$ cat src/rtl/ofkc_ram.sv
// ----------------------------------------------------------------------------
// ofkc_ram
// Generic single write port, single read port RAM with registered read data.
// ----------------------------------------------------------------------------
module ofkc_ram #(
   parameter int WIDTH = 32,
   parameter int DEPTH = 16,
   parameter int AW    = (DEPTH > 1) ? $clog2(DEPTH) : 1
) (
   input  logic             clock,
   input  logic             wr_en,
   input  logic [AW-1:0]    wr_addr,
   input  logic [WIDTH-1:0] wr_data,
   input  logic [AW-1:0]    rd_addr,
   output logic [WIDTH-1:0] rd_data
);

   logic [WIDTH-1:0] mem [DEPTH];
   logic [WIDTH-1:0] rd_data_ff;

   always_ff @(posedge clock) begin
      if (wr_en) begin
         mem[wr_addr] <= wr_data;
      end
      rd_data_ff <= mem[rd_addr];
   end

   assign rd_data = rd_data_ff;

endmodule

$ cat config.mk
export PLATFORM = sky130hd
export DESIGN_NAME = ofkc_ram
export DESIGN_NICKNAME = d
export VERILOG_FILES = /design/src/rtl/ofkc_ram.sv
export SDC_FILE = /design/constraint.sdc
export NUM_CORES = 1
export LEC_CHECK = 0
export BUFFER_PORTS_ARGS = -buffer_cell sky130_fd_sc_hd__clkbuf_2
export CAP_MARGIN = 20
export CORE_ASPECT_RATIO = 0.7
export CORE_MARGIN = 5
export CORE_UTILIZATION = 58
export DETAILED_ROUTE_END_ITERATION = 10
export MAX_ROUTING_LAYER = met4
export PLACE_DENSITY_LB_ADDON = 0.2
export RECOVER_POWER = 100
export SKIP_CTS_REPAIR_TIMING = 1
export SLEW_MARGIN = 15
export SYNTH_ARGS = -nofsm -noshare
export SYNTH_HDL_FRONTEND = slang
export SYNTH_SLANG_ARGS = --single-unit
export TNS_END_PERCENT = 1
$ cat constraint.sdc
create_clock -name clock -period 3.7 [get_ports clock]
set_input_delay 0.185 -clock clock [delete_from_list [all_inputs] [get_ports clock]]
set_output_delay 0.185 -clock clock [all_outputs]
set_load 0.05 [all_outputs]
* Word-level counts from Yosys, hierarchy flattened
Memories as Yosys holds them, arrays and structs flattened. A register that Yosys moved wholly into a read port is not among the register bits. Index checks and enable logic that the tools add are counted.
Cells by class: add/sub/neg operators 0, $mul 0, div/mod/pow operators 0, $lt $le $gt $ge 0, eq/ne operators 0, shift-type cells 0, muxes and demuxes 2, bitwise logic cells 0, reductions and logical operators 0
Operators with widths (number):
- 1-bit 2-to-1 mux | 2
Storage, ports and cells: register bits 0, latch bits 0, memory bits (writable) 512, ROM bits 0, word-level logic and storage cells 3, memories 1
Memories:
- mem | depth 16, width 32, read ports 1, clocked after memory_dff 1, wr ports 1, RTL line 18 | logic [WIDTH-1:0] mem [DEPTH];

* Logic depth before layout (Yosys ltp)
word-level depth 2, mapped depth 5

* Worst setup path before layout
Ideal clock, no wire load.
path kind in2reg, start point input port wr_addr[2], end point memory mem[0][0] (enable), arrival 2.903 ns, data required time 3.239 ns, setup slack 0.335 ns, stages 2, path buffers 0, cells stage by stage or3b_2 -> nor3_1
RTL lines:
- start: declaration | RTL line 12 | input logic [AW-1:0] wr_addr,
- end: declaration | RTL line 18
Straight into the memory's write port.

* Worst setup path in the final report
start point input port wr_addr[3], end point memory mem[5][2] (enable)
Straight into the memory's write port.

==> flow_summary.yaml <==
hold_path:
  hold-path-cell-count: 1
  hold_path_class: "in -> reg"
sta:
  slew_violations: 235
  worst_pin_slew_ps: 2670
  setup_slack_ps: 1090
  fin_skew_ps: 9.38
  fmax_mhz: 383
  final-setup-viol-count: 0
  hold_ws_ps: 121
  min_period_ps: 2610
  setup-tns-final_ps: 0
  rsz0062_at_grt: "no"
  period_share_pct: 70.6
  relSlewSlack_pct: -77.7
  final_hold_viol_count: 0
setup_path:
  critical_path_arrival_ps: 2860
  cp_num_cells: 4
  crit_slowest_cell: "nor2_1"
  max_stage_delay_ps: 1790
  critPathTopFamily: "simple AND/OR/NAND/NOR gates"
  start_kind: "input pin"
  cp_cell_sequence: "clkbuf_1 -> nand3b_1 -> nor2_1 -> buf_4"
  r2r_cells: 3
  critPathMaxFanout: 19
  required_ps: 3950
  crit_buf_inv: 2
  cp-end-kind: "flop"
  crit_type: "in -> reg"
synth:
  yosys_warnings: 0
  syn_area_sq_um: 19900
  synth_cell_types: 18
  synth.net_count: 880
  avgSynthCellArea_sq_um: 23.7
  ys_seq_elements: 544
  ys_seq_area_share_pct: 80.7
  synthesis.instances: 838
die:
  die-area_sq_um: 38100
  start_util_pct: 59.0
  die_w_um: 231
  io_pins: 74
  fp-row-count: 56
  die_h_um: 165
  core_sq_um: 33600
clocking:
  cts.path.max_buffers: 3
  numCtsBuffers: 48
  h-tree-depth: 2
  clock_sinks: 544
  cts_root_buf: "clkbuf_16"
  clock_latency_ps: 550
  clkSlewWorstSetupHoldPaths_ps: 60
  cts_tree: "done"
placement:
  gp_congestion: 0.735
  pre_cts_ws_ps: 1450
  dp_hpwl_um: 21400
  portBuffers: 73
power:
  net-switching-power_mw: 2.58
  internal-power_mw: 9.84
  pwr-share-clk_pct: 38.4
  p_leak_nw: 6.99
  comb_power_share_pct: 5.7
  pwr-share-seq_pct: 55.9
  swShare_pct: 20.8
  irDropWorstVdd_uv: 469
  power.density_nw_per_um2: 558
grt:
  overflow: 0
  grtUsageTotal_pct: 22.2
  grt_pass1_wl_um: 59800
  antenna_found_initial: 1
  first_global_vias: 9393
  grt_max_degree: 57
final_layout:
  nNetsFinal: 988
  drive_gt1_share_pct: 22.8
  final_common_cell: "edfxtp_1"
  area_growth_pct: 12.1
  final_cell_mix: "edfxtp_1, mux4_2, clkbuf_1"
  fillers: 2121
detailed_routing:
  drt_iter0_markers: 870
  wl_per_cell_um: 28.1
  viasPerCell: 6.22
  routed_wl_um: 39900
  vias: 8836
  antenna_left: 0
  dr.pass1.iters: 5
  drc: 0
run_status:
  violations: "capacitance limit, slew limit"
  run_status: "complete, but fails checks"
run:
  max_cap_violations: 10
## synth_stat cells
master / number / area share [%]
edfxtp_1: 512 / 77
mux4_2: 128 / 15
a22oi_1: 64 / 2.4
nand2_1: 33 / 0.62
dfxtp_1: 32 / 3.2
clkbuf_1: 17 / 0.32
nor2_1: 13 / 0.25
buf_4: 11 / 0.42
buf_1: 9 / 0.17
buf_2: 4 / 0.10
nor3_1: 4 / 0.10
buf_6: 2 / 0.11
nand2b_1: 2 / 0.063
nand3b_1: 2 / 0.076
nor2b_1: 2 / 0.063
and2_1: 1 / 0.032
nand3_1: 1 / 0.025
or3b_2: 1 / 0.044
## cells by family after synthesis
group           synth area share (%)
buf+inv                         1.12
compound gates                  2.42
flops                           80.7
mux                             14.5
simple gates                    1.27
## metrics by stage
| step | cell area (sq um) | instances | util (%) | total power [mW] |
|---|---|---|---|---|
| floorplan | 19900 | 838 | - | 7.53 |
| global placement | 20900 | 1328 | 62.2 | 7.76 |
| detailed placement | 21000 | 1330 | 62.4 | 7.80 |
| CTS | 22500 | 1418 | 66.8 | 12.5 |
| global route | 22300 | 1420 | 66.2 | 12.8 |
| finish | 22300 | 1420 | 66.2 | 12.4 |
## final timing paths
kind / startpoint / to / slack (ps)
max: wr_addr[3] / mem[5][2] / 1090
min reg2reg: mem[14][29] / rd_data[29] / 670
min: wr_data[29] / mem[10][29] / 120
max reg2reg: mem[0][21] / rd_data[21] / 2310
## power groups by stage
stage / registers [mW] / logic (mW) / clock network [mW]
after floorplan: 7.20 / 0.331 / 0
after global placement: 7.05 / 0.709 / 0
after detailed placement: 7.07 / 0.735 / 0
after CTS: 6.93 / 0.740 / 4.85
after global routing: 6.94 / 0.759 / 5.13
final: 6.94 / 0.708 / 4.77
## final cells by class
class	instances	area (sq um)	share of cell area (%)
multi-input combinational	251	3650	16.4
clock buffer	69	1330	5.98
antenna	1	2.50	0.0112
clock inverter	19	170	0.765
tap	435	544	2.45
sequential	544	16000	72.0
timing repair buffer	101	538	2.42
## worst reg2reg max path, delay by kind of cell (launching register included)
family	cells	cell delay, ps
flops	1	410
compound gates	1	270
simple gates	1	100
mux	1	500
## metal layers
metal / GRT usage, % / vias to the layer above / routed length [um]
met5: - / - / 0
li1: - / 3788 / -
met2: 36.2 / 277 / 19800
met1: 31.2 / 4717 / 17400
met4: 4.75 / 0 / 558
met3: 2.92 / 54 / 2160
## registers in the layout, indices dropped and copies added (netlist names)
signal and cells:
rd_data 32, mem 512
Power figures use the tool's default switching activity.
